### src/hdl/svs_pkg.sv
// svs_pkg: types, constants and helper functions of the step-up voltage sequencer.
// Used by svs_convert, svs_sequencer and stepup_voltage_sequencer; no dependencies.
package svs_pkg;

  // Field widths
  localparam int AdcW     = 12;
  localparam int MvW      = 16;
  localparam int CodeW    = 5;
  localparam int ScaledW  = 22;   // adc * 880 fits 22 bits
  localparam int InDataW  = 32;   // adc_sample + request_mv, padded to bytes
  localparam int OutDataW = 32;   // 25 bits of result, padded to bytes

  // Request window and code mapping: code = floor((mv - 1200) / 750)
  localparam logic [MvW-1:0]   ReqMinMv   = 16'd4000;
  localparam logic [MvW-1:0]   ReqMaxMv   = 16'd26000;
  localparam logic [MvW-1:0]   CodeBaseMv = 16'd1200;
  localparam logic [CodeW-1:0] CodeMax    = 5'd31;

  // floor(d / 750) = (d * 22370) >> 24 for d below 2^15
  localparam int               ReqDiffW   = 15;
  localparam int               ReqRecipW  = 15;
  localparam logic [ReqRecipW-1:0] ReqRecip = 15'd22370;
  localparam int               ReqShift   = 24;
  localparam int               ReqProdW   = ReqDiffW + ReqRecipW;

  // measured = floor(adc * 39600 / 4095) = floor(adc * 880 / 91)
  //          = (adc * 162241210) >> 24 for adc below 2^12
  localparam int               MeasRecipW = 28;
  localparam logic [MeasRecipW-1:0] MeasRecip = 28'd162241210;
  localparam int               MeasShift  = 24;
  localparam int               MeasProdW  = AdcW + MeasRecipW;

  // Drop threshold, both sides of adc*39600 < (1200+750*code)*4095 over 45
  localparam logic [ScaledW-1:0] ThreshBase = 22'd109200;
  localparam logic [ScaledW-1:0] ThreshStep = 22'd68250;

  typedef enum logic [1:0] {
    PH_OFF  = 2'd0,
    PH_IDLE = 2'd1,
    PH_WAIT = 2'd2
  } phase_t;

  // Input item after conversion, held in the input register
  typedef struct packed {
    logic               action;       // 1 = voltage request
    logic               in_range;     // request inside the window
    logic [CodeW-1:0]   req_code;     // clamped code of the request
    logic [ScaledW-1:0] adc_scaled;   // adc_sample * 880
    logic [MvW-1:0]     measured_mv;  // measured output voltage
  } item_t;

  // Result item, held in the output register
  typedef struct packed {
    logic [MvW-1:0]   measured_mv;
    logic [1:0]       phase;
    logic             power_enable;
    logic [CodeW-1:0] select_pins;
    logic             accepted;
  } result_t;

  // Scaled output level that the converter must fall below for a code
  function automatic logic [ScaledW-1:0] drop_threshold(input logic [CodeW-1:0] code);
    logic [ScaledW-1:0] step;
    step = ThreshStep * ScaledW'(code);
    return ThreshBase + step;
  endfunction

endpackage

### src/hdl/svs_convert.sv
// svs_convert: constant-scaled conversions of one input item (request code,
// scaled ADC value, measured millivolts). Depends on svs_pkg.
module svs_convert (
  input  logic                       action,
  input  logic [svs_pkg::AdcW-1:0]   adc_sample,
  input  logic [svs_pkg::MvW-1:0]    request_mv,
  output svs_pkg::item_t             item
);

  logic [svs_pkg::MvW-1:0]      req_diff;
  logic [svs_pkg::ReqProdW-1:0] req_prod;
  logic [5:0]                   req_quot;
  logic [svs_pkg::MeasProdW-1:0] meas_prod;
  logic [svs_pkg::ScaledW-1:0]  adc_ext;

  // Map the request to a code by reciprocal multiply, then clamp
  assign req_diff = request_mv - svs_pkg::CodeBaseMv;
  assign req_prod = svs_pkg::ReqProdW'(req_diff[svs_pkg::ReqDiffW-1:0])
                  * svs_pkg::ReqProdW'(svs_pkg::ReqRecip);
  assign req_quot = req_prod[svs_pkg::ReqShift +: 6];

  // Scale the sample by 880 = 1024 - 128 - 16 with shifts
  assign adc_ext = svs_pkg::ScaledW'(adc_sample);

  // Convert the sample to millivolts by reciprocal multiply
  assign meas_prod = svs_pkg::MeasProdW'(adc_sample) * svs_pkg::MeasProdW'(svs_pkg::MeasRecip);

  // Assemble the converted item
  always_comb begin
    item.action   = action;
    item.in_range = (request_mv >= svs_pkg::ReqMinMv) && (request_mv <= svs_pkg::ReqMaxMv);
    if (req_quot > 6'(svs_pkg::CodeMax)) begin
      item.req_code = svs_pkg::CodeMax;
    end else begin
      item.req_code = req_quot[svs_pkg::CodeW-1:0];
    end
    item.adc_scaled  = (adc_ext << 10) - (adc_ext << 7) - (adc_ext << 4);
    item.measured_mv = meas_prod[svs_pkg::MeasShift +: svs_pkg::MvW];
  end

endmodule

### src/hdl/svs_sequencer.sv
// svs_sequencer: phase machine and converter state; forms the result of the
// item in the input register. Depends on svs_pkg.
module svs_sequencer (
  input  logic             clk,
  input  logic             rst,
  input  logic             step,     // item leaves the input register
  input  svs_pkg::item_t   item,
  output svs_pkg::result_t result
);

  svs_pkg::phase_t               phase, phase_next;
  logic [svs_pkg::CodeW-1:0]     requested_code, requested_code_next;
  logic [svs_pkg::CodeW-1:0]     applied_code, applied_code_next;
  logic [svs_pkg::CodeW-1:0]     pin_code, pin_code_next;
  logic                          power_on, power_on_next;
  logic                          drive_en;
  logic [svs_pkg::CodeW-1:0]     drive_code;
  logic                          dropped;
  logic                          is_tick;

  assign is_tick = !item.action;
  assign dropped = item.adc_scaled < svs_pkg::drop_threshold(requested_code);

  // Next phase on a tick
  always_comb begin
    phase_next = phase;
    if (is_tick) begin
      unique case (phase)
        svs_pkg::PH_IDLE: begin
          if (requested_code == '0) begin
            phase_next = svs_pkg::PH_OFF;
          end else if (requested_code != applied_code) begin
            phase_next = svs_pkg::PH_WAIT;
          end
        end
        svs_pkg::PH_WAIT: begin
          if (dropped) begin
            phase_next = svs_pkg::PH_IDLE;
          end
        end
        default: begin
          phase_next = (requested_code != '0) ? svs_pkg::PH_WAIT : svs_pkg::PH_OFF;
        end
      endcase
    end
  end

  // Converter drive decisions on a tick
  always_comb begin
    drive_en   = 1'b0;
    drive_code = '0;
    if (is_tick) begin
      unique case (phase)
        svs_pkg::PH_IDLE: begin
          drive_en = (requested_code == '0) || (requested_code != applied_code);
        end
        svs_pkg::PH_WAIT: begin
          drive_en   = dropped;
          drive_code = requested_code;
        end
        default: begin
          drive_en = 1'b0;
        end
      endcase
    end
  end

  // Apply a drive: zero only switches power off, pins keep their code
  always_comb begin
    applied_code_next = applied_code;
    pin_code_next     = pin_code;
    power_on_next     = power_on;
    if (drive_en) begin
      applied_code_next = drive_code;
      if (drive_code == '0) begin
        power_on_next = 1'b0;
      end else begin
        pin_code_next = drive_code;
        power_on_next = 1'b1;
      end
    end
  end

  // Store an in-range request
  always_comb begin
    requested_code_next = requested_code;
    if (item.action && item.in_range) begin
      requested_code_next = item.req_code;
    end
  end

  // Result shows the state after this item
  always_comb begin
    result.accepted     = is_tick || item.in_range;
    result.select_pins  = pin_code_next;
    result.power_enable = power_on_next;
    result.phase        = phase_next;
    result.measured_mv  = is_tick ? item.measured_mv : '0;
  end

  // Advance the state when the item moves on
  always_ff @(posedge clk) begin
    if (rst) begin
      phase          <= svs_pkg::PH_OFF;
      requested_code <= '0;
      applied_code   <= '0;
      pin_code       <= '0;
      power_on       <= 1'b0;
    end else if (step) begin
      phase          <= phase_next;
      requested_code <= requested_code_next;
      applied_code   <= applied_code_next;
      pin_code       <= pin_code_next;
      power_on       <= power_on_next;
    end
  end

endmodule

### src/hdl/stepup_voltage_sequencer.sv
// stepup_voltage_sequencer: top level with input and result registers around
// the conversion and sequencing logic. Depends on svs_pkg, svs_convert, svs_sequencer.
//
//  channel | direction | payload
//  --------+-----------+---------------------------------------------------
//  s_*     | in        | tuser: action; tdata: adc_sample, request_mv
//  m_*     | out       | tdata: accepted, select_pins, power_enable, phase,
//          |           |        measured_mv
//
// One result item per input item. m_tvalid rises once the item has passed the input
// register and then the result register; an item waits in the input register while
// the result register is occupied. A new item can be taken every cycle while m_tready
// is high; the sustained rate is then one item per cycle.
// rst clears the phase to off, all codes to zero and both registers to empty.
// A stall on m_tready holds the result; the input register keeps accepting
// until it too is occupied.
module stepup_voltage_sequencer (
  input  logic                          clk,
  input  logic                          rst,
  input  logic                          s_tvalid,
  output logic                          s_tready,
  input  logic [svs_pkg::InDataW-1:0]   s_tdata,   // [11:0] adc_sample, [27:12] request_mv
  input  logic                          s_tuser,   // [0] action
  output logic                          m_tvalid,
  input  logic                          m_tready,
  output logic [svs_pkg::OutDataW-1:0]  m_tdata    // [0] accepted, [5:1] select_pins,
                                                   // [6] power_enable, [8:7] phase,
                                                   // [24:9] measured_mv
);

  localparam int ResW = $bits(svs_pkg::result_t);

  svs_pkg::item_t   conv_item;
  svs_pkg::item_t   in_item;
  logic             in_valid;
  svs_pkg::result_t seq_result;
  svs_pkg::result_t out_result;
  logic             out_valid;
  logic             advance;

  svs_convert u_convert (
    .action     (s_tuser),
    .adc_sample (s_tdata[svs_pkg::AdcW-1:0]),
    .request_mv (s_tdata[svs_pkg::AdcW +: svs_pkg::MvW]),
    .item       (conv_item)
  );

  // Move the held item on when the result register is free
  assign advance  = in_valid && (!out_valid || m_tready);
  assign s_tready = !in_valid || advance;

  // Input register
  always_ff @(posedge clk) begin
    if (rst) begin
      in_valid <= 1'b0;
    end else if (s_tready) begin
      in_valid <= s_tvalid;
    end
  end

  always_ff @(posedge clk) begin
    if (s_tvalid && s_tready) begin
      in_item <= conv_item;
    end
  end

  svs_sequencer u_sequencer (
    .clk    (clk),
    .rst    (rst),
    .step   (advance),
    .item   (in_item),
    .result (seq_result)
  );

  // Result register
  always_ff @(posedge clk) begin
    if (rst) begin
      out_valid <= 1'b0;
    end else if (advance) begin
      out_valid <= 1'b1;
    end else if (m_tready) begin
      out_valid <= 1'b0;
    end
  end

  always_ff @(posedge clk) begin
    if (advance) begin
      out_result <= seq_result;
    end
  end

  assign m_tvalid = out_valid;
  assign m_tdata  = {{(svs_pkg::OutDataW - ResW){1'b0}}, out_result};

endmodule
### config.mk
export PLATFORM = sky130hd
export DESIGN_NAME = stepup_voltage_sequencer
export DESIGN_NICKNAME = d
export VERILOG_FILES = /design/src/hdl/svs_pkg.sv /design/src/hdl/svs_convert.sv /design/src/hdl/svs_sequencer.sv /design/src/hdl/stepup_voltage_sequencer.sv
export SDC_FILE = /design/constraint.sdc
export NUM_CORES = 1
export LEC_CHECK = 0
export BUFFER_PORTS_ARGS = -buffer_cell sky130_fd_sc_hd__buf_4
export CORE_UTILIZATION = 35
export DETAILED_ROUTE_END_ITERATION = 6
export HOLD_SLACK_MARGIN = 0.03
export PLACE_DENSITY = 0.47
export SETUP_SLACK_MARGIN = 0.5
export SYNTH_ARGS = -nofsm -noshare
export SYNTH_HDL_FRONTEND = slang
export SYNTH_SLANG_ARGS = --single-unit
### constraint.sdc
create_clock -name clk -period 20.4 [get_ports clk]
set_input_delay 4.08 -clock clk [delete_from_list [all_inputs] [get_ports clk]]
set_output_delay 4.08 -clock clk [all_outputs]
set_load 0.01 [all_outputs]
==> reports/qor.yml <==
status: "completed"
n_antenna_cell: 0
cp-end-kind: "register"
irDropWorstVdd_mv: 0.151
grt_max_degree: 42
syn_area_um2: 13700
cts.sinks: 86
p_sw_uw: 904
drive_gt1_share_pct: 6.98
synth_area_leader_cell: "ha_1"
slew-limit-headroom_pct: 27.4
grt_antenna_before_repair: 0
async_flop_share_pct: 0
min_from: "u_sequencer.power_on$_SDFFE_PP0P_"
powerDensity_nw_per_um2: 129
gp_congestion: 0.817
synth_area_leaders: "ha_1 27%, fa_1 26%, edfxtp_1 14%"
r2r_end: "m_tdata[2]$_DFFE_PP_"
synth_top_family_by_area: "adder cells"
drt_first_iter_violations: 252
cts_setup_buffers: 0
combinationalPowerShare_pct: 76.3
synth_common_cells: "291 x ha_1, 234 x inv_1, 175 x fa_1"
grt-ovfl-total: 0
synth-edff-count: 66
synth_compound_area_share_pct: 9.77
setup_viol_count_final: 0
htree_levels: 3
crit_required_ps: 20510
fin_crit_sh_pct: 52.3
fp.dieH_um: 200
drc: 0
setup_tns_ps: 0
ff2ff_path_depth: 24
synth.yosys.seq_area_share_pct: 17.4
whs_ps: 451
reg2reg_from: "u_sequencer.requested_code[3]$_SDFFE_PP0P_"
synthAdderAreaFrac_pct: 52.2
cts_buffers: 9
swShare_pct: 46.7
drtPass1Iterations: 4
ff2ff_setup_slack_ps: 13900
wl_per_cell_um: 15.7
cts_hold_buffers: 0
startpoint: "s_tdata[16]"
io_pins: 71
drt_wl_total_um: 29500
pre_cts_ws_ps: 9310
ys_seq_elements: 86
hold_path.class: "register to register"
worstSetupStartpointType: "input port"
fin_worst_skew_ps: 8.19
syn_inst: 1298
vias: 8859
worst_ep_arrival_time_ps: 10770
dieArea_um2: 39900
crit_fanout: 6
worst_pin_slew_ps: 1090
maxSlewViolCount: 0
fin_ws_ps: 9740
hold_violations: 0
antenna_left: 0
rows: 72
syn_area_per_cell_um2: 10.6
clkLatencyLatePin_ps: 360
start_util_pct: 35.4
leakage_uw: 0.00731
p_seq_share_pct: 14.3
fillCellCount: 3850
hpwl_um: 25200
cts_tree: "yes"
cts_resized: 0
fin_crit_ps: 10660
rsz0062_at_grt: "false"
ys_types: 70
layoutNonFillerInstCount: 1880
vias_per_cell: 4.71
grt_first_pass_wirelength_um: 49000
path_clk_slew_ps: 70
worstSetupEndpoint: "in_item[39]$_SDFFCE_PN1P_"
cts_buffer_depth: 2
synthMostInstantiatedCell: "ha_1"
yosysTopAreaCellShare_pct: 26.6
synth_ff_type: "edfxtp_1"
numPortBuffers: 59
p_clk_share_pct: 9.5
die_x_um: 200
crit_type: "input port to register"
dp.cells: 1864
coreArea_um2: 38600
nNetsFinal: 1860
ys_warn_count: 0
internal-power_uw: 1030
track_usage_pct: 15.9
clock-root-buffer: "clkbuf_16"
maxCapViolCount: 0
max_freq_mhz: 93.8
grt_pass1_vias: 9465
synthMuxAreaShare_pct: 0.512
synth_simple_gate_area_share_pct: 7.82
syn_to_final_growth_pct: 9.79
synth_xor_area_share_pct: 4.98
-- cells by family after synthesis --
group,after synthesis
AO/OA/AOI/OAI,194
XOR/XNOR,77
adder cells (fa/ha/maj),466
other,1
multiplexers,7
flip-flops,86
buffers and inverters,255
AND/OR/NAND/NOR,212
-- placed cells by master (no fill, tap or decap), types with 5 or more instances in the layout --
cell type	synthesis	layout
ha_1	291	291
inv_1	234	234
fa_1	175	175
edfxtp_1	66	66
buf_4	8	61
nor2_1	59	59
a21oi_1	50	50
xnor2_1	48	48
nand2_1	39	39
o21ai_0	33	33
xor2_1	28	28
nor2b_1	24	24
dfxtp_1	20	20
nand2b_1	18	18
a21o_1	17	17
nand3_1	16	16
nand4_1	12	12
o21a_1	12	12
a211oi_1	11	11
clkbuf_16	0	10
nor3_1	9	9
o32ai_1	9	9
mux2i_1	7	7
conb_1	1	7
o211ai_1	6	6
a22o_1	6	6
or3_1	6	6
and2_1	7	6
or4_1	5	5
a31oi_1	5	5
and3_1	5	5
-- sequential cells by signal (all words and copies together) (netlist names) --
register	count
in_item	41
in_valid	1
m_tdata	25
m_tvalid	1
u_sequencer.applied_code	5
u_sequencer.phase	2
u_sequencer.pin_code	5
u_sequencer.power_on	1
u_sequencer.requested_code	5
-- layer usage --
layer	GRT usage [%]	share of wire, %	vias to the layer above
met1	22.5	51	4278
met3	2.12	2.0	17
met4	2.12	0.62	0
li1	-	-	4492
met5	0	0	-
met2	26.3	46	72
-- worst min path at each step --
stage | to | slack, ps | cells after the start
2_1_floorplan | u_sequencer.power_on$_SDFFE_PP0P_ | 430 | 2
3_3_place_gp | u_sequencer.power_on$_SDFFE_PP0P_ | 440 | 2
3_5_place_dp | u_sequencer.power_on$_SDFFE_PP0P_ | 450 | 2
4_1_cts | u_sequencer.power_on$_SDFFE_PP0P_ | 450 | 2
5_1_grt | u_sequencer.power_on$_SDFFE_PP0P_ | 480 | 2
6_report | u_sequencer.power_on$_SDFFE_PP0P_ | 450 | 2
-- power by group through the flow --
stage	Clock (µW)	Combinational (µW)	Sequential [µW]
detailed placement	0	1480	280
floorplan	0	1120	276
global route	195	1750	280
CTS	189	1510	277
global placement	0	1470	281
finish	183	1480	276
-- critical path, cell delays in order --
cell and delay (ps):
buf_4 140, ha_1 220, o21ai_0 300, nand2_1 110, and2_1 190, or4_1 410, xnor2_1 530, ha_1 390
fa_1 560, fa_1 450, fa_1 520, fa_1 510, ha_1 310, ha_1 310, a21o_1 190, a21o_1 170
a21oi_1 130, a21boi_0 160, a21bo_2 310, a211oi_1 320, o21bai_1 120, xnor2_1 180, nand2b_1 170
-- metrics by stage --
step	util, %	power, µW	instance area [µm²]
3_5_place_dp	38.1	1760	14700
4_1_cts	38.9	1980	15000
3_3_place_gp	38.1	1750	14700
2_1_floorplan	-	1400	13700
6_report	38.9	1940	15000
5_1_grt	38.9	2220	15000
-- final cells by class --
cell class	instances	area [µm²]	area share (%)
Inverter	236	886	5.89
Timing Repair Buffer	61	458	3.05
Tap cell	518	648	4.31
Sequential cell	86	2380	15.8
Multi-Input combinational cell	963	10300	68.7
Clock inverter	6	81.3	0.541
Clock buffer	10	250	1.66
Note: power is estimated with default switching activity, not from simulation.
